<file path="src/cfsm_pkg.sv">
// Shared types, widths and codes of the command/feedback sync monitor.
package cfsm_pkg;

	// Sizing of the value path and of the difference history.
	localparam int VALUE_BITS   = 16;
	localparam int WINDOW_DEPTH = 16;
	localparam int DIFF_W       = VALUE_BITS + 1;
	localparam int HEAD_W       = (WINDOW_DEPTH > 1) ? $clog2(WINDOW_DEPTH) : 1;
	localparam int FILL_W       = $clog2(WINDOW_DEPTH + 1);
	localparam int SUM_W        = DIFF_W + FILL_W;

	// Configuration register widths.
	localparam int WLEN_W   = 5;
	localparam int SPIKE_W  = 16;
	localparam int TICK_W   = 32;
	localparam int ERR_W    = 17;
	localparam int PROD_W   = ERR_W + FILL_W;
	localparam int CMP_W    = (PROD_W > SUM_W) ? PROD_W : SUM_W;

	// Configuration port.
	localparam int CFG_IDX_W  = 3;
	localparam int CFG_DATA_W = 32;

	localparam logic [CFG_IDX_W-1:0] REG_AVERAGING_ENABLE = 3'd0;
	localparam logic [CFG_IDX_W-1:0] REG_WINDOW_LENGTH    = 3'd1;
	localparam logic [CFG_IDX_W-1:0] REG_SPIKE_LIMIT      = 3'd2;
	localparam logic [CFG_IDX_W-1:0] REG_SETTLE_TICKS     = 3'd3;
	localparam logic [CFG_IDX_W-1:0] REG_ERROR_LIMIT      = 3'd4;

	// Register values after reset.
	localparam logic [WLEN_W-1:0]  RST_WINDOW_LENGTH = 5'd8;
	localparam logic [SPIKE_W-1:0] RST_SPIKE_LIMIT   = 16'd256;
	localparam logic [TICK_W-1:0]  RST_SETTLE_TICKS  = 32'd1000;
	localparam logic [ERR_W-1:0]   RST_ERROR_LIMIT   = 17'd256;

	// Status codes.
	localparam logic [1:0] ST_SYNCED   = 2'd0;
	localparam logic [1:0] ST_UNSYNCED = 2'd1;
	localparam logic [1:0] ST_INDET    = 2'd2;

	// Configuration as seen by the datapath, plus the history clear pulse.
	typedef struct packed {
		logic               averaging_enable;
		logic [WLEN_W-1:0]  window_length;
		logic [SPIKE_W-1:0] spike_limit;
		logic [TICK_W-1:0]  settle_ticks;
		logic [ERR_W-1:0]   error_limit;
		logic               hist_clear;
	} cfg_t;

	// History totals after the current item has been pushed.
	typedef struct packed {
		logic [FILL_W-1:0]       fill;
		logic signed [SUM_W-1:0] sum;
	} hist_t;

endpackage

</file>
<file path="src/cfsm_in_if.sv">
// Input item channel: setpoint, measurement and tick stamp.
interface cfsm_in_if;
	logic                                     valid;
	logic                                     ready;
	logic signed [cfsm_pkg::VALUE_BITS-1:0]   command_value;
	logic signed [cfsm_pkg::VALUE_BITS-1:0]   measured_value;
	logic [cfsm_pkg::TICK_W-1:0]              now_ticks;

	modport source(output valid, output command_value, output measured_value,
		output now_ticks, input ready);
	modport sink(input valid, input command_value, input measured_value,
		input now_ticks, output ready);
endinterface

</file>
<file path="src/cfsm_out_if.sv">
// Result item channel: sync status.
interface cfsm_out_if;
	logic       valid;
	logic       ready;
	logic [1:0] sync_status;

	modport source(output valid, output sync_status, input ready);
	modport sink(input valid, input sync_status, output ready);
endinterface

</file>
<file path="src/cfsm_cfg_if.sv">
// Configuration write channel: register index and write data.
interface cfsm_cfg_if;
	logic                                valid;
	logic                                ready;
	logic [cfsm_pkg::CFG_IDX_W-1:0]      index;
	logic [cfsm_pkg::CFG_DATA_W-1:0]     data;

	modport source(output valid, output index, output data, input ready);
	modport sink(input valid, input index, input data, output ready);
endinterface

</file>
<file path="src/cfsm_cfg_regs.sv">
// Configuration register file with history clear on every listed write.
module cfsm_cfg_regs (
	input  logic              clk,
	input  logic              arst_n,
	cfsm_cfg_if.sink          cfg,
	output cfsm_pkg::cfg_t    cfg_out
);
	import cfsm_pkg::*;

	logic               averaging_enable_q;
	logic [WLEN_W-1:0]  window_length_q;
	logic [SPIKE_W-1:0] spike_limit_q;
	logic [TICK_W-1:0]  settle_ticks_q;
	logic [ERR_W-1:0]   error_limit_q;
	logic               wr_en;
	logic               listed;

	// Writes are always taken.
	assign cfg.ready = 1'b1;
	assign wr_en     = cfg.valid;

	// Index decode; an index past the list writes nothing.
	always_comb begin
		unique case (cfg.index)
			REG_AVERAGING_ENABLE,
			REG_WINDOW_LENGTH,
			REG_SPIKE_LIMIT,
			REG_SETTLE_TICKS,
			REG_ERROR_LIMIT: listed = 1'b1;
			default:         listed = 1'b0;
		endcase
	end

	// Register storage.
	always_ff @(posedge clk or negedge arst_n) begin
		if (!arst_n) begin
			averaging_enable_q <= 1'b0;
			window_length_q    <= RST_WINDOW_LENGTH;
			spike_limit_q      <= RST_SPIKE_LIMIT;
			settle_ticks_q     <= RST_SETTLE_TICKS;
			error_limit_q      <= RST_ERROR_LIMIT;
		end else if (wr_en) begin
			unique case (cfg.index)
				REG_AVERAGING_ENABLE: averaging_enable_q <= cfg.data[0];
				REG_WINDOW_LENGTH:    window_length_q    <= cfg.data[WLEN_W-1:0];
				REG_SPIKE_LIMIT:      spike_limit_q      <= cfg.data[SPIKE_W-1:0];
				REG_SETTLE_TICKS:     settle_ticks_q     <= cfg.data[TICK_W-1:0];
				REG_ERROR_LIMIT:      error_limit_q      <= cfg.data[ERR_W-1:0];
				default: ;
			endcase
		end
	end

	assign cfg_out.averaging_enable = averaging_enable_q;
	assign cfg_out.window_length    = window_length_q;
	assign cfg_out.spike_limit      = spike_limit_q;
	assign cfg_out.settle_ticks     = settle_ticks_q;
	assign cfg_out.error_limit      = error_limit_q;
	assign cfg_out.hist_clear       = wr_en && listed;

endmodule

</file>
<file path="src/cfsm_history.sv">
// Ring of recent differences with running sum and fill count.
module cfsm_history (
	input  logic                                  clk,
	input  logic                                  arst_n,
	input  logic                                  clear,
	input  logic                                  push,
	input  logic [cfsm_pkg::WLEN_W-1:0]           window_length,
	input  logic signed [cfsm_pkg::DIFF_W-1:0]    diff,
	output cfsm_pkg::hist_t                       hist_next
);
	import cfsm_pkg::*;

	logic signed [DIFF_W-1:0] ring [WINDOW_DEPTH];
	logic [HEAD_W-1:0]        head_q;
	logic [FILL_W-1:0]        fill_q;
	logic signed [SUM_W-1:0]  sum_q;

	logic [31:0]              wlen_ext;
	logic [FILL_W-1:0]        win;
	logic                     full;
	logic [FILL_W:0]          head_ext;
	logic [FILL_W:0]          fill_ext;
	logic [HEAD_W-1:0]        oldest;
	logic signed [SUM_W-1:0]  drop;
	logic [HEAD_W-1:0]        head_inc;
	logic [FILL_W-1:0]        fill_upd;
	logic signed [SUM_W-1:0]  sum_upd;

	// Effective window, capped at the ring depth.
	assign wlen_ext = 32'(window_length);
	assign win = (wlen_ext > 32'(WINDOW_DEPTH)) ? FILL_W'(WINDOW_DEPTH) : FILL_W'(wlen_ext);

	// Location of the oldest entry, which leaves when the window is full.
	assign full     = (fill_q >= win);
	assign head_ext = (FILL_W + 1)'(head_q);
	assign fill_ext = (FILL_W + 1)'(fill_q);
	always_comb begin
		if (head_ext >= fill_ext) begin
			oldest = HEAD_W'(head_ext - fill_ext);
		end else begin
			oldest = HEAD_W'(head_ext + (FILL_W + 1)'(WINDOW_DEPTH) - fill_ext);
		end
	end

	// Totals after this push.
	assign drop     = full ? SUM_W'(ring[oldest]) : '0;
	assign sum_upd  = sum_q - drop + SUM_W'(diff);
	assign fill_upd = full ? fill_q : fill_q + 1'b1;
	assign head_inc = (head_q == HEAD_W'(WINDOW_DEPTH - 1)) ? '0 : head_q + 1'b1;

	always_comb begin
		if (win == '0) begin
			hist_next.fill = '0;
			hist_next.sum  = '0;
		end else begin
			hist_next.fill = fill_upd;
			hist_next.sum  = sum_upd;
		end
	end

	// Control state of the ring.
	always_ff @(posedge clk or negedge arst_n) begin
		if (!arst_n) begin
			head_q <= '0;
			fill_q <= '0;
			sum_q  <= '0;
		end else if (clear) begin
			head_q <= '0;
			fill_q <= '0;
			sum_q  <= '0;
		end else if (push) begin
			if (win == '0) begin
				head_q <= '0;
				fill_q <= '0;
				sum_q  <= '0;
			end else begin
				head_q <= head_inc;
				fill_q <= fill_upd;
				sum_q  <= sum_upd;
			end
		end
	end

	// Ring storage; entries are read only after being written since the last clear.
	always_ff @(posedge clk) begin
		if (push && !clear && (win != '0)) begin
			ring[head_q] <= diff;
		end
	end

	a_fill_in_range: assert property (@(posedge clk) disable iff (!arst_n)
		fill_q <= FILL_W'(WINDOW_DEPTH))
		else $error("history fill count exceeds ring depth");

	a_clear_empties: assert property (@(posedge clk) disable iff (!arst_n)
		clear |=> (fill_q == '0) && (sum_q == '0) && (head_q == '0))
		else $error("history not empty after clear");

	a_empty_sum_zero: assert property (@(posedge clk) disable iff (!arst_n)
		(fill_q == '0) |-> (sum_q == '0))
		else $error("empty history holds a nonzero sum");

	a_push_grows: assert property (@(posedge clk) disable iff (!arst_n)
		(push && !clear && (win != '0) && !full) |=> (fill_q == $past(fill_q) + 1'b1))
		else $error("fill count did not grow on push into a partial window");

endmodule

</file>
<file path="src/command_feedback_sync_monitor_core.sv">
// Top level of the command/feedback sync monitor: item pipeline, spike timer and judgement.
//
// Usage:
//   feed   (sink)   takes one item per handshake: command_value and measured_value
//                   (signed Q8.8) and now_ticks, a wrapping free-running tick count.
//   status (source) gives one sync_status per item, in order: 0 synced,
//                   1 unsynced, 2 indeterminate.
//   cfg    (sink)   writes register index/data; always ready. Any write to a listed
//                   register empties the difference history; other indexes are ignored.
//                   Write only while no item is in flight.
//   Pipeline: an accepted item is held in the input register, and its result in the
//   result register; two register stages in all (input register, result register).
//   Throughput: one item per cycle while status is taken; the history ring, running sum
//   and spike timer all update in the single compute stage between the two registers.
//   Reset: registers take their defaults (0, 8, 256, 1000, 256), the history is empty,
//   the spike timer is disarmed and the previous setpoint is zero. No clearing pass is
//   needed; the block is ready as soon as reset is released.
//   Stall: when status is not taken, the result register holds; the input register
//   still takes one more item, and feed.ready drops only when both are full.
module command_feedback_sync_monitor_core (
	input  logic          clk,
	input  logic          arst_n,
	cfsm_in_if.sink       feed,
	cfsm_out_if.source    status,
	cfsm_cfg_if.sink      cfg
);
	import cfsm_pkg::*;

	cfg_t                        cfg_w;
	hist_t                       hist_w;

	logic                        valid_s1;
	logic signed [VALUE_BITS-1:0] cmd_s1;
	logic signed [VALUE_BITS-1:0] meas_s1;
	logic [TICK_W-1:0]           now_s1;

	logic                        out_valid_s2;
	logic [1:0]                  status_s2;

	logic signed [VALUE_BITS-1:0] last_command_q;
	logic                        spike_armed_q;
	logic [TICK_W-1:0]           spike_tick_q;

	logic                        advance;
	logic                        fire;
	logic signed [DIFF_W-1:0]    diff;
	logic signed [DIFF_W-1:0]    step;
	logic [DIFF_W-1:0]           step_mag;
	logic [DIFF_W-1:0]           diff_mag;
	logic                        spike;
	logic [TICK_W-1:0]           elapsed;
	logic                        settling;
	logic [SUM_W-1:0]            sum_mag;
	logic [PROD_W-1:0]           sum_limit;
	logic [1:0]                  status_next;

	// Configuration registers.
	cfsm_cfg_regs u_cfg (
		.clk     (clk),
		.arst_n  (arst_n),
		.cfg     (cfg),
		.cfg_out (cfg_w)
	);

	// Handshake: the input register moves on when the result register is free.
	assign advance     = !out_valid_s2 || status.ready;
	assign fire        = valid_s1 && advance;
	assign feed.ready  = !valid_s1 || advance;

	// Input register.
	always_ff @(posedge clk or negedge arst_n) begin
		if (!arst_n) begin
			valid_s1 <= 1'b0;
		end else if (feed.valid && feed.ready) begin
			valid_s1 <= 1'b1;
		end else if (fire) begin
			valid_s1 <= 1'b0;
		end
	end

	always_ff @(posedge clk) begin
		if (feed.valid && feed.ready) begin
			cmd_s1  <= feed.command_value;
			meas_s1 <= feed.measured_value;
			now_s1  <= feed.now_ticks;
		end
	end

	// Difference history.
	assign diff = DIFF_W'(meas_s1) - DIFF_W'(cmd_s1);

	cfsm_history u_hist (
		.clk           (clk),
		.arst_n        (arst_n),
		.clear         (cfg_w.hist_clear),
		.push          (fire && cfg_w.averaging_enable),
		.window_length (cfg_w.window_length),
		.diff          (diff),
		.hist_next     (hist_w)
	);

	// Spike detection against the previous setpoint, and the settle window.
	assign step     = DIFF_W'(cmd_s1) - DIFF_W'(last_command_q);
	assign step_mag = step[DIFF_W-1] ? DIFF_W'(-step) : DIFF_W'(step);
	assign spike    = step_mag > DIFF_W'(cfg_w.spike_limit);
	assign elapsed  = now_s1 - spike_tick_q;
	assign settling = spike_armed_q && (elapsed <= cfg_w.settle_ticks);

	// Error judgement: latest difference or windowed sum against limit times count.
	assign diff_mag  = diff[DIFF_W-1] ? DIFF_W'(-diff) : DIFF_W'(diff);
	assign sum_mag   = hist_w.sum[SUM_W-1] ? SUM_W'(-hist_w.sum) : SUM_W'(hist_w.sum);
	assign sum_limit = PROD_W'(cfg_w.error_limit) * PROD_W'(hist_w.fill);

	always_comb begin
		if (spike || settling) begin
			status_next = ST_INDET;
		end else if (cfg_w.averaging_enable) begin
			if (hist_w.fill == '0) begin
				status_next = ST_INDET;
			end else if (CMP_W'(sum_mag) <= CMP_W'(sum_limit)) begin
				status_next = ST_SYNCED;
			end else begin
				status_next = ST_UNSYNCED;
			end
		end else if (32'(diff_mag) <= 32'(cfg_w.error_limit)) begin
			status_next = ST_SYNCED;
		end else begin
			status_next = ST_UNSYNCED;
		end
	end

	// Setpoint and spike timer state.
	always_ff @(posedge clk or negedge arst_n) begin
		if (!arst_n) begin
			last_command_q <= '0;
			spike_armed_q  <= 1'b0;
			spike_tick_q   <= '0;
		end else if (fire) begin
			last_command_q <= cmd_s1;
			if (spike) begin
				spike_armed_q <= 1'b1;
				spike_tick_q  <= now_s1;
			end else if (!settling) begin
				spike_armed_q <= 1'b0;
			end
		end
	end

	// Result register.
	always_ff @(posedge clk or negedge arst_n) begin
		if (!arst_n) begin
			out_valid_s2 <= 1'b0;
			status_s2    <= ST_SYNCED;
		end else if (fire) begin
			out_valid_s2 <= 1'b1;
			status_s2    <= status_next;
		end else if (status.ready) begin
			out_valid_s2 <= 1'b0;
		end
	end

	assign status.valid       = out_valid_s2;
	assign status.sync_status = status_s2;

	a_spike_is_indet: assert property (@(posedge clk) disable iff (!arst_n)
		(fire && spike) |=> (status_s2 == ST_INDET) && spike_armed_q)
		else $error("spike did not give indeterminate and arm the timer");

	a_stall_keeps_stage: assert property (@(posedge clk) disable iff (!arst_n)
		(valid_s1 && !advance) |=> valid_s1 && $stable(cmd_s1) && $stable(now_s1))
		else $error("input register lost an item during a stall");

	a_result_held: assert property (@(posedge clk) disable iff (!arst_n)
		(status.valid && !status.ready) |=> status.valid && $stable(status.sync_status))
		else $error("result item changed while the receiver stalled");

endmodule

</file>
<file path="src/flat_wrapper.sv">
// flat-port wrapper written by rule: the top's interface ports become plain ports
module command_feedback_sync_monitor_core_flat import cfsm_pkg::*;
  (clk, arst_n, feed_valid, feed_command_value, feed_measured_value, feed_now_ticks, feed_ready, status_valid, status_sync_status, status_ready, cfg_valid, cfg_index, cfg_data, cfg_ready);
  cfsm_in_if feed_i ();
  cfsm_out_if status_i ();
  cfsm_cfg_if cfg_i ();
  input  logic clk;
  input  logic arst_n;
  input wire logic [$bits(feed_i.valid)-1:0] feed_valid;
  input wire logic [$bits(feed_i.command_value)-1:0] feed_command_value;
  input wire logic [$bits(feed_i.measured_value)-1:0] feed_measured_value;
  input wire logic [$bits(feed_i.now_ticks)-1:0] feed_now_ticks;
  output wire logic [$bits(feed_i.ready)-1:0] feed_ready;
  output wire logic [$bits(status_i.valid)-1:0] status_valid;
  output wire logic [$bits(status_i.sync_status)-1:0] status_sync_status;
  input wire logic [$bits(status_i.ready)-1:0] status_ready;
  input wire logic [$bits(cfg_i.valid)-1:0] cfg_valid;
  input wire logic [$bits(cfg_i.index)-1:0] cfg_index;
  input wire logic [$bits(cfg_i.data)-1:0] cfg_data;
  output wire logic [$bits(cfg_i.ready)-1:0] cfg_ready;
  assign feed_i.valid = feed_valid;
  assign feed_i.command_value = feed_command_value;
  assign feed_i.measured_value = feed_measured_value;
  assign feed_i.now_ticks = feed_now_ticks;
  assign feed_ready = feed_i.ready;
  assign status_valid = status_i.valid;
  assign status_sync_status = status_i.sync_status;
  assign status_i.ready = status_ready;
  assign cfg_i.valid = cfg_valid;
  assign cfg_i.index = cfg_index;
  assign cfg_i.data = cfg_data;
  assign cfg_ready = cfg_i.ready;
  command_feedback_sync_monitor_core u_core (.clk(clk), .arst_n(arst_n), .feed(feed_i), .status(status_i), .cfg(cfg_i));
endmodule
</file>
<file path="config.mk">
export PLATFORM = sky130hd
export DESIGN_NAME = command_feedback_sync_monitor_core_flat
export DESIGN_NICKNAME = d
export VERILOG_FILES = /design/src/cfsm_pkg.sv /design/src/cfsm_in_if.sv /design/src/cfsm_out_if.sv /design/src/cfsm_cfg_if.sv /design/src/cfsm_cfg_regs.sv /design/src/cfsm_history.sv /design/src/command_feedback_sync_monitor_core.sv /design/src/flat_wrapper.sv
export SDC_FILE = /design/constraint.sdc
export NUM_CORES = 1
export LEC_CHECK = 0
export BUFFER_PORTS_ARGS = -buffer_cell sky130_fd_sc_hd__buf_4
export CAP_MARGIN = 40
export CORE_MARGIN = 3
export CORE_UTILIZATION = 57
export CTS_CLUSTER_DIAMETER = 120
export DETAILED_ROUTE_END_ITERATION = 10
export GPL_TIMING_DRIVEN = 0
export PLACE_DENSITY = 0.77
export SETUP_SLACK_MARGIN = 0.2
export SYNTH_ARGS = -nofsm -noshare
export SYNTH_HDL_FRONTEND = slang
export SYNTH_SLANG_ARGS = --single-unit
</file>
<file path="constraint.sdc">
create_clock -name clk -period 7.99 [get_ports clk]
set_input_delay 1.1985 -clock clk [delete_from_list [all_inputs] [get_ports clk]]
set_output_delay 1.1985 -clock clk [all_outputs]
set_load 0.05 [all_outputs]
</file>
# --- Word-level counts from Yosys, hierarchy flattened ---
# Memories as Yosys holds them, arrays and structs flattened.
# Cells that the tools add are included.
totals:
  regBits: 219
  ram_bits: 272
  in_bits: 104
  out_inout_bits: 5
  word_cells: 105
  n_memories: 1
mem_list:
  columns: ["name", "words", "word_bits", "read_ports", "rd_clocked_by_memory_dff", "wr", "line_no", "text"]
  rows:
  - ["u_core.u_hist.ring", 16, 17, 1, 0, 1, "cfsm_history.sv:13", "logic signed [DIFF_W-1:0] ring [WINDOW_DEPTH];"]
classes:
  add_sub_neg: 13
  multipliers: 1
  order_cmp: 7
  eq_ne: 6
  n_mux: 32
  reduce_logical: 28
op_table:
  columns: ["cell", "count"]
  rows:
  - ["22-bit 2-to-1 mux", 5]
  - ["17-bit 2-to-1 mux", 2]
  - ["17-bit negation", 2]
  - ["16-bit by 16-bit subtractor with 17-bit output", 2]
  - ["32-bit less-or-equal comparator", 1]
  - ["32-bit subtractor", 1]
  - ["27-bit 2-to-1 mux", 1]
  - ["5-bit 2-to-1 mux", 5]
  - ["22-bit by 17-bit adder with 22-bit output", 1]
  - ["22-bit less-or-equal comparator", 1]
  - ["17-bit by 5-bit multiplier with 22-bit output", 1]
  - ["22-bit negation", 1]
  - ["22-bit subtractor", 1]
  - ["4-bit 2-to-1 mux", 5]
  - ["17-bit by 16-bit > comparator with 1-bit output", 1]
  - ["17-bit less-or-equal comparator", 1]
  - ["2-bit AND reduction", 7]
  - ["1-bit 2-to-1 mux", 11]
  - ["5-bit logical NOT", 2]
  - ["4-bit by 1-bit adder with 4-bit output, second input constant", 2]
  - ["4-bit subtractor", 2]
  - ["1-bit logical AND", 7]
  - ["3-bit by 2-bit equality test with 1-bit output, second input constant", 2]
  - ["2-bit 2-to-1 mux", 3]
  - ["other kinds (14)", 20]

# --- Logic depth before layout (Yosys ltp) ---
# An unclocked memory read counts as a cell.
depth:
  word_depth: 15
  mapped_depth: 38
  depth_no_buf: 37

# --- By module ---
# From an unflattened synthesis, not the netlist that was laid out.
hier_totals:
  hier_cells: 2477
  area_unflattened_um2: 29707.2
modules_own_cells:
  columns: ["mod", "n_inst", "cells_each", "area_each_um2", "seq_area_each_um2"]
  rows:
  - ["cfsm_history", 1, 922, 14181.1, 8943.6]
  - ["command_feedback_sync_monitor_core", 1, 1396, 12718.4, 3248.1]
  - ["cfsm_cfg_regs", 1, 159, 2807.7, 1788.0]

# --- Worst setup path before layout ---
# OpenSTA, ideal clock, no wires.
synth_path:
  path_kind: "flip-flop to flip-flop"
  from: "reg u_core.u_hist.head_q[0]"
  to: "reg u_core.status_s2[0], in the netlist u_core.status.sync_status[0]"
  setup_ns: 0.127
  arrival_ns: 8.059
  t_required_ns: 7.863
  path_slack_ns: -0.196
  path_stages_with_launch: 38
  path_buffers: 5
  period_less_slack_ns: 8.186
  cell_sequence: "dfrtp_1 inv_1 ha_1 inv_1 fa_1 buf_2 buf_1 buf_1 mux4_2 mux4_2 and2_1 fa_1 inv_1 ha_1 clkbuf_1 and2_1 a31o_1 a211o_1 [... 2 more ...] nor3_1 o21bai_1 xnor2_2 buf_6 o21ai_2 xnor2_1 nor2_1 ha_1 a21o_1 a21o_1 a21oi_1 nor2_1 a2111oi_0 o221ai_1 o211ai_1 a21oi_1 a21oi_1 o21ai_0"
synth_via:
  elab_chain_len: 15
  word_cells_on_any_way: 17
  cone_classes: "6 x add/sub; 2 x order compare; 8 x mux; 1 x memory"
synth_lines:
  columns: ["element", "line_no", "text"]
  rows:
  - ["start, declared", "cfsm_history.sv:14", "logic [HEAD_W-1:0] head_q;"]
  - ["start signal, assigned", "cfsm_history.sv:77", "head_q <= head_inc;"]
  - ["4-bit by 1-bit adder with 4-bit output", "cfsm_history.sv:41", "oldest = HEAD_W'(head_ext + (FILL_W + 1)'(WINDOW_DEPTH) - fill_ext);"]
  - ["4-bit subtractor", "cfsm_history.sv:41", null]
  - ["4-bit 2-to-1 mux *", "cfsm_history.sv:38", "if (head_ext >= fill_ext) begin"]
  - ["memory 16 x 17 bit *", null, null]
  - ["22-bit 2-to-1 mux *", "cfsm_history.sv:46", "assign drop = full ? SUM_W'(ring[oldest]) : '0;"]
  - ["22-bit subtractor *", "cfsm_history.sv:47", "assign sum_upd = sum_q - drop + SUM_W'(diff);"]
  - ["22-bit by 17-bit adder with 22-bit output *", "cfsm_history.sv:47", null]
  - ["27-bit 2-to-1 mux *", "cfsm_history.sv:52", "if (win == '0) begin"]
  - ["22-bit negation", "command_feedback_sync_monitor_core.sv:111", "assign sum_mag = hist_w.sum[SUM_W-1] ? SUM_W'(-hist_w.sum) : SUM_W'(hist_w.sum);"]
  - ["22-bit 2-to-1 mux *", "command_feedback_sync_monitor_core.sv:111", null]
  - ["22-bit less-or-equal comparator *", "command_feedback_sync_monitor_core.sv:120", "end else if (CMP_W'(sum_mag) <= CMP_W'(sum_limit)) begin"]
  - ["1-bit 2-to-1 mux *", "command_feedback_sync_monitor_core.sv:120", null]
  - ["2-bit 2-to-1 mux *", "command_feedback_sync_monitor_core.sv:118", "if (hist_w.fill == '0) begin"]
  - ["2-bit 2-to-1 mux *", "command_feedback_sync_monitor_core.sv:117", "end else if (cfg_w.averaging_enable) begin"]
  - ["2-bit 2-to-1 mux *", "command_feedback_sync_monitor_core.sv:115", "if (spike || settling) begin"]
  - ["end signal, assigned", "command_feedback_sync_monitor_core.sv:156", "status_s2 <= status_next;"]
  - ["end, declared", "command_feedback_sync_monitor_core.sv:38", "logic [1:0] status_s2;"]
# Every way passes the cells marked *; elsewhere a longest branch is shown, timed or not.
# A chain may end at the register's enable or synchronous reset.

# --- Final worst setup path ---
# Same ends and word-level chain as after synthesis.

==> results by group <==
Synthesis
  – Total number of yosys warnings: 0
  – Biggest area consumer among synthesized cells: sky130_fd_sc_hd__edfxtp_1
  – Number of instances in the synthesized netlist: 2461
  – Top-area cell type share of the netlist area: 0.344
  – Area contributors post-synth: sky130_fd_sc_hd__edfxtp_1 (34%), sky130_fd_sc_hd__dfrtp_1 (12%), sky130_fd_sc_hd__ha_1 (9.3%)
  – Total of flip-flops plus latches after synthesis: 491
  – Cell Area, Synth: 29400 sq um
  – Prevailing post-synth register cell: sky130_fd_sc_hd__edfxtp_1
  – Mapped Nets: approximately 2900
  – Async SR Flop Fraction: 0.316
  – Number of synthesized flops with an enable pin: 336
  – Unique cell type count in the Yosys netlist: between 90 and 100
  – Register area share after synthesis: 0.476
  – Avg Inst Size Synth: about 12 sq um

Placement
  – Final weighted congestion in routability-driven placement: 0.923
  – Detail Placement HPWL: 54000 microns
  – Count of port buffers added during placement: 107
  – Total instance count after detailed placement: 3273

Worst setup path
  – Largest stage delay, worst path: 0.57 ns
  – Worst-path cell with the longest stage delay: sky130_fd_sc_hd__mux4_2
  – Startpoint of the worst-slack reg-to-reg timing path: u_core.u_hist.head_q[0]$_DFFE_PN0P_
  – Critical R2R Capture: u_core.status.sync_status[0]$_DFFE_PN0P_
  – Dominant cell type by count on the critical path: sky130_fd_sc_hd__inv_2
  – Crit path max fanout: 7
  – Worst setup SP type: flip-flop
  – Data required time at the worst endpoint: ~8.5 ns
  – Path depth of the worst reg2reg path: 34
  – Worst path arrival time: 8.39 ns
  – Worst setup path category: flip-flop to flip-flop
  – Setup slack, reg-to-reg: 0.13 ns
  – Crit. End Element: flip-flop

Clock tree
  – Num Clock Sinks: 491
  – CTS tree: yes
  – Clock root buffer: sky130_fd_sc_hd__clkbuf_16
  – Clock transition at path regs: 0.08 ns
  – Worst-skew pair later-pin latency: 0.62 ns
  – Hold-fix buffer count after cts: 0
  – Number of buffers on the longest clock path: 3
  – Htree depth: 2
  – Number of buffers created by CTS: 51

Die
  – Std cell rows: 82
  – Starting Density: 0.582
  – Floorplan die area: about 54000 sq um
  – Horizontal extent of the die: between 200 and 250 microns
  – Core ar.: slightly above 50000 sq um
  – I/O Pins: 109
  – Chip height: 233 microns

Layout
  – Non-filler cells in the finished layout: 3461
  – Antenna diode count: 0
  – Multi-input gate area in the final layout: 14700 sq um
  – Most frequent cells in the layout: sky130_fd_sc_hd__edfxtp_1 (336), sky130_fd_sc_hd__inv_1 (272), sky130_fd_sc_hd__ha_1 (205)
  – Flip-flop and latch area: between 10000 and 15000 sq um
  – Area growth, synth to finish: 18.9%
  – Final net count: 3138
  – Share of final-layout standard cells stronger than drive strength 1: 0.222
  – Commonest non-fill, non-tap cell in the layout: sky130_fd_sc_hd__edfxtp_1
  – Fill cell instance count of the final layout: 3380

Power
  – Fraction of power consumed by sequential logic: 0.197
  – Clk pwr share: 0.153
  – Share of total power consumed by net switching: 0.429
  – Power, Total: around 16 mW
  – Fraction of power consumed by combinational cells: 0.650
  – Largest vdd supply drop: ~360 uV
  – Internal power summed over all cells: 9.34 mW
  – Switch Pwr: 7.03 mW
  – Pwr Density: 469 nW/um^2
  – P_leak: 14.6 nW

Timing
  – Unrepaired setup endpoints after global routing: true
  – Worst setup skew after layout: 0.0341 ns
  – Final-report hold violation count: 0
  – Final number of max-transition violations: 0
  – Worst slew margin relative to its limit: 0.274
  – Actual transition at the worst max-transition pin: 1.08 ns
  – Final critical-path share of the clock period: 0.983
  – Clock period minus final worst setup slack: 7.86 ns
  – Peak Freq: 0.127 GHz
  – Number of setup violations in the final report: 0

Global route
  – Vias in the first global route: approximately 22000
  – Initial antenna violation count: 2
  – First-pass GRT wire length: roughly 120000 microns
  – Overall Global Routing Usage: 0.299
  – Grt ovf: 0
  – Pin count of the biggest net entering global routing: about 90

Hold path
  – Hold path endpoint: u_core.spike_tick_q[1]$_DFFE_PN0P_
  – Worst hold path cell count: 1
  – Worst hold path class: flip-flop to flip-flop
  – Hold Path Origin: u_core.spike_tick_q[1]$_DFFE_PN0P_

Drt
  – Routed length per placed instance: 23.3 microns
  – Overall routed net length: 80700 microns
  – Drt initial violations: 1888
  – Drc violations: 0
  – Routed Antenna Nets: 0
  – Vias: 21400
  – TritonRoute pass-1 iters: 7
  – Per-cell via count in the routed design: 6.19

Flow run
  – Reported max-cap violation count: 0

Run status
  – Status: finished clean
cell families (layout without fill, tap and decap cells):
family	count (synthesis)	count (layout)	share of synthesized area
buf+inv	353	681	0.0469
fa+ha+maj	288	288	0.141
mux	157	157	0.0926
xor+xnor	135	135	0.0422
other cells	1	1	0.000128
compound gates	462	462	0.106
flops	491	491	0.476
simple gates	574	574	0.0959
power groups by stage:
stage,sequential (mW),clock (mW),combinational [mW]
after floorplan,3.23,0,6.60
after detailed placement,3.27,0,8.62
after global placement,3.26,0,8.19
after global routing,3.25,2.61,11.6
after CTS,3.22,2.51,9.69
final,3.22,2.51,10.6
layer usage:
layer / global-route usage / vias up / routed length, microns
met5: 0 / - / 40
met2: 0.494 / 1159 / 38800
li1: - / 9474 / -
met1: 0.384 / 10500 / 30900
met3: 0.0607 / 278 / 7120
met4: 0.128 / 4 / 3890
sequential cells by signal (all words and copies together) (netlist names), 16 cells and up:
name / cells
u_core.u_hist.ring: 272
u_core.now_s1: 32
u_core.last_command_q: 16
u_core.u_cfg.spike_limit_q: 16
u_core.u_hist.sum_q: 22
u_core.cmd_s1: 16
u_core.u_cfg.error_limit_q: 17
u_core.meas_s1: 16
u_core.u_cfg.settle_ticks_q: 32
u_core.spike_tick_q: 32
synthesized netlist by cell type (17+ instances only):
| master | n |
|---|---|
| sky130_fd_sc_hd__edfxtp_1 | 336 |
| sky130_fd_sc_hd__inv_1 | 279 |
| sky130_fd_sc_hd__ha_1 | 218 |
| sky130_fd_sc_hd__nand2_1 | 171 |
| sky130_fd_sc_hd__dfrtp_1 | 146 |
| sky130_fd_sc_hd__o21ai_0 | 123 |
| sky130_fd_sc_hd__nor2_1 | 113 |
| sky130_fd_sc_hd__a21oi_1 | 99 |
| sky130_fd_sc_hd__nor3_1 | 83 |
| sky130_fd_sc_hd__mux4_2 | 82 |
| sky130_fd_sc_hd__xnor2_1 | 82 |
| sky130_fd_sc_hd__fa_1 | 70 |
| sky130_fd_sc_hd__a21o_1 | 64 |
| sky130_fd_sc_hd__clkbuf_1 | 48 |
| sky130_fd_sc_hd__xor2_1 | 47 |
| sky130_fd_sc_hd__and2_1 | 44 |
| sky130_fd_sc_hd__mux2_2 | 39 |
| sky130_fd_sc_hd__nand3_1 | 34 |
| sky130_fd_sc_hd__mux2_1 | 32 |
| sky130_fd_sc_hd__nand4_1 | 26 |
| sky130_fd_sc_hd__nand2b_1 | 24 |
| sky130_fd_sc_hd__nor2b_1 | 24 |
| sky130_fd_sc_hd__o21a_1 | 21 |
| sky130_fd_sc_hd__a22o_1 | 17 |
worst max path at each step:
stage	startpoint	to	slack, ns	cells past startpoint
global route	u_core.u_cfg.window_length_q[4]$_DFFE_PN0P_	u_core.status.sync_status[0]$_DFFE_PN0P_	-0.18	31
floorplan	u_core.u_hist.head_q[0]$_DFFE_PN0P_	u_core.status.sync_status[0]$_DFFE_PN0P_	0.24	35
detailed placement	u_core.u_hist.head_q[0]$_DFFE_PN0P_	u_core.status.sync_status[0]$_DFFE_PN0P_	-1.38	35
finish	u_core.u_hist.head_q[0]$_DFFE_PN0P_	u_core.status.sync_status[0]$_DFFE_PN0P_	0.13	34
global placement	u_core.cmd_s1[1]$_DFFE_PP_	u_core.status.sync_status[0]$_DFFE_PN0P_	-1.71	35
CTS	u_core.u_hist.head_q[0]$_DFFE_PN0P_	u_core.status.sync_status[0]$_DFFE_PN0P_	0.21	33
cell type report:
cell class,count,share of cell area
repair buffers,232,0.0591
clock inverters,36,0.0114
well taps,672,0.0241
plain buffers,74,0.0153
inverters,279,0.0300
multi-input cells,1617,0.421
clock buffers,60,0.0390
flip-flops and latches,491,0.400
per-stage QoR:
step	utilization	setup TNS, ns	hold WS [ns]	worst slack (ns)	instance area [sq um]
global route	0.692	-0.183	0.500	-0.183	34900
global placement	0.615	-1.71	0.462	-1.71	31000
detailed placement	0.625	-1.38	0.476	-1.38	31600
finish	0.692	0	0.483	0.133	34900
floorplan	-	0	0.450	0.237	29400
CTS	0.680	0	0.490	0.209	34300
timing repair:
item | 4_1_cts | 5_1_grt
endpoints found under the hold margin | 0 | 0
gates cloned | 1 | 0
resized for setup | 138 | 66
pin swaps | 49 | 57
buffers inserted | 56 | 35
endpoints found under the setup margin | 1 | 1
critical path, delay by kind of cell (launching register included):
kind	cells	cell delay, ns
adder cells (fa/ha/maj)	5	1.72
AND/OR/NAND/NOR	5	1.02
XOR/XNOR	2	0.37
AO/OA/AOI/OAI	12	2.28
flip-flops	1	0.44
buffers and inverters	8	0.81
multiplexers	2	1.10
No activity file was read; power rests on OpenSTA's default activity.
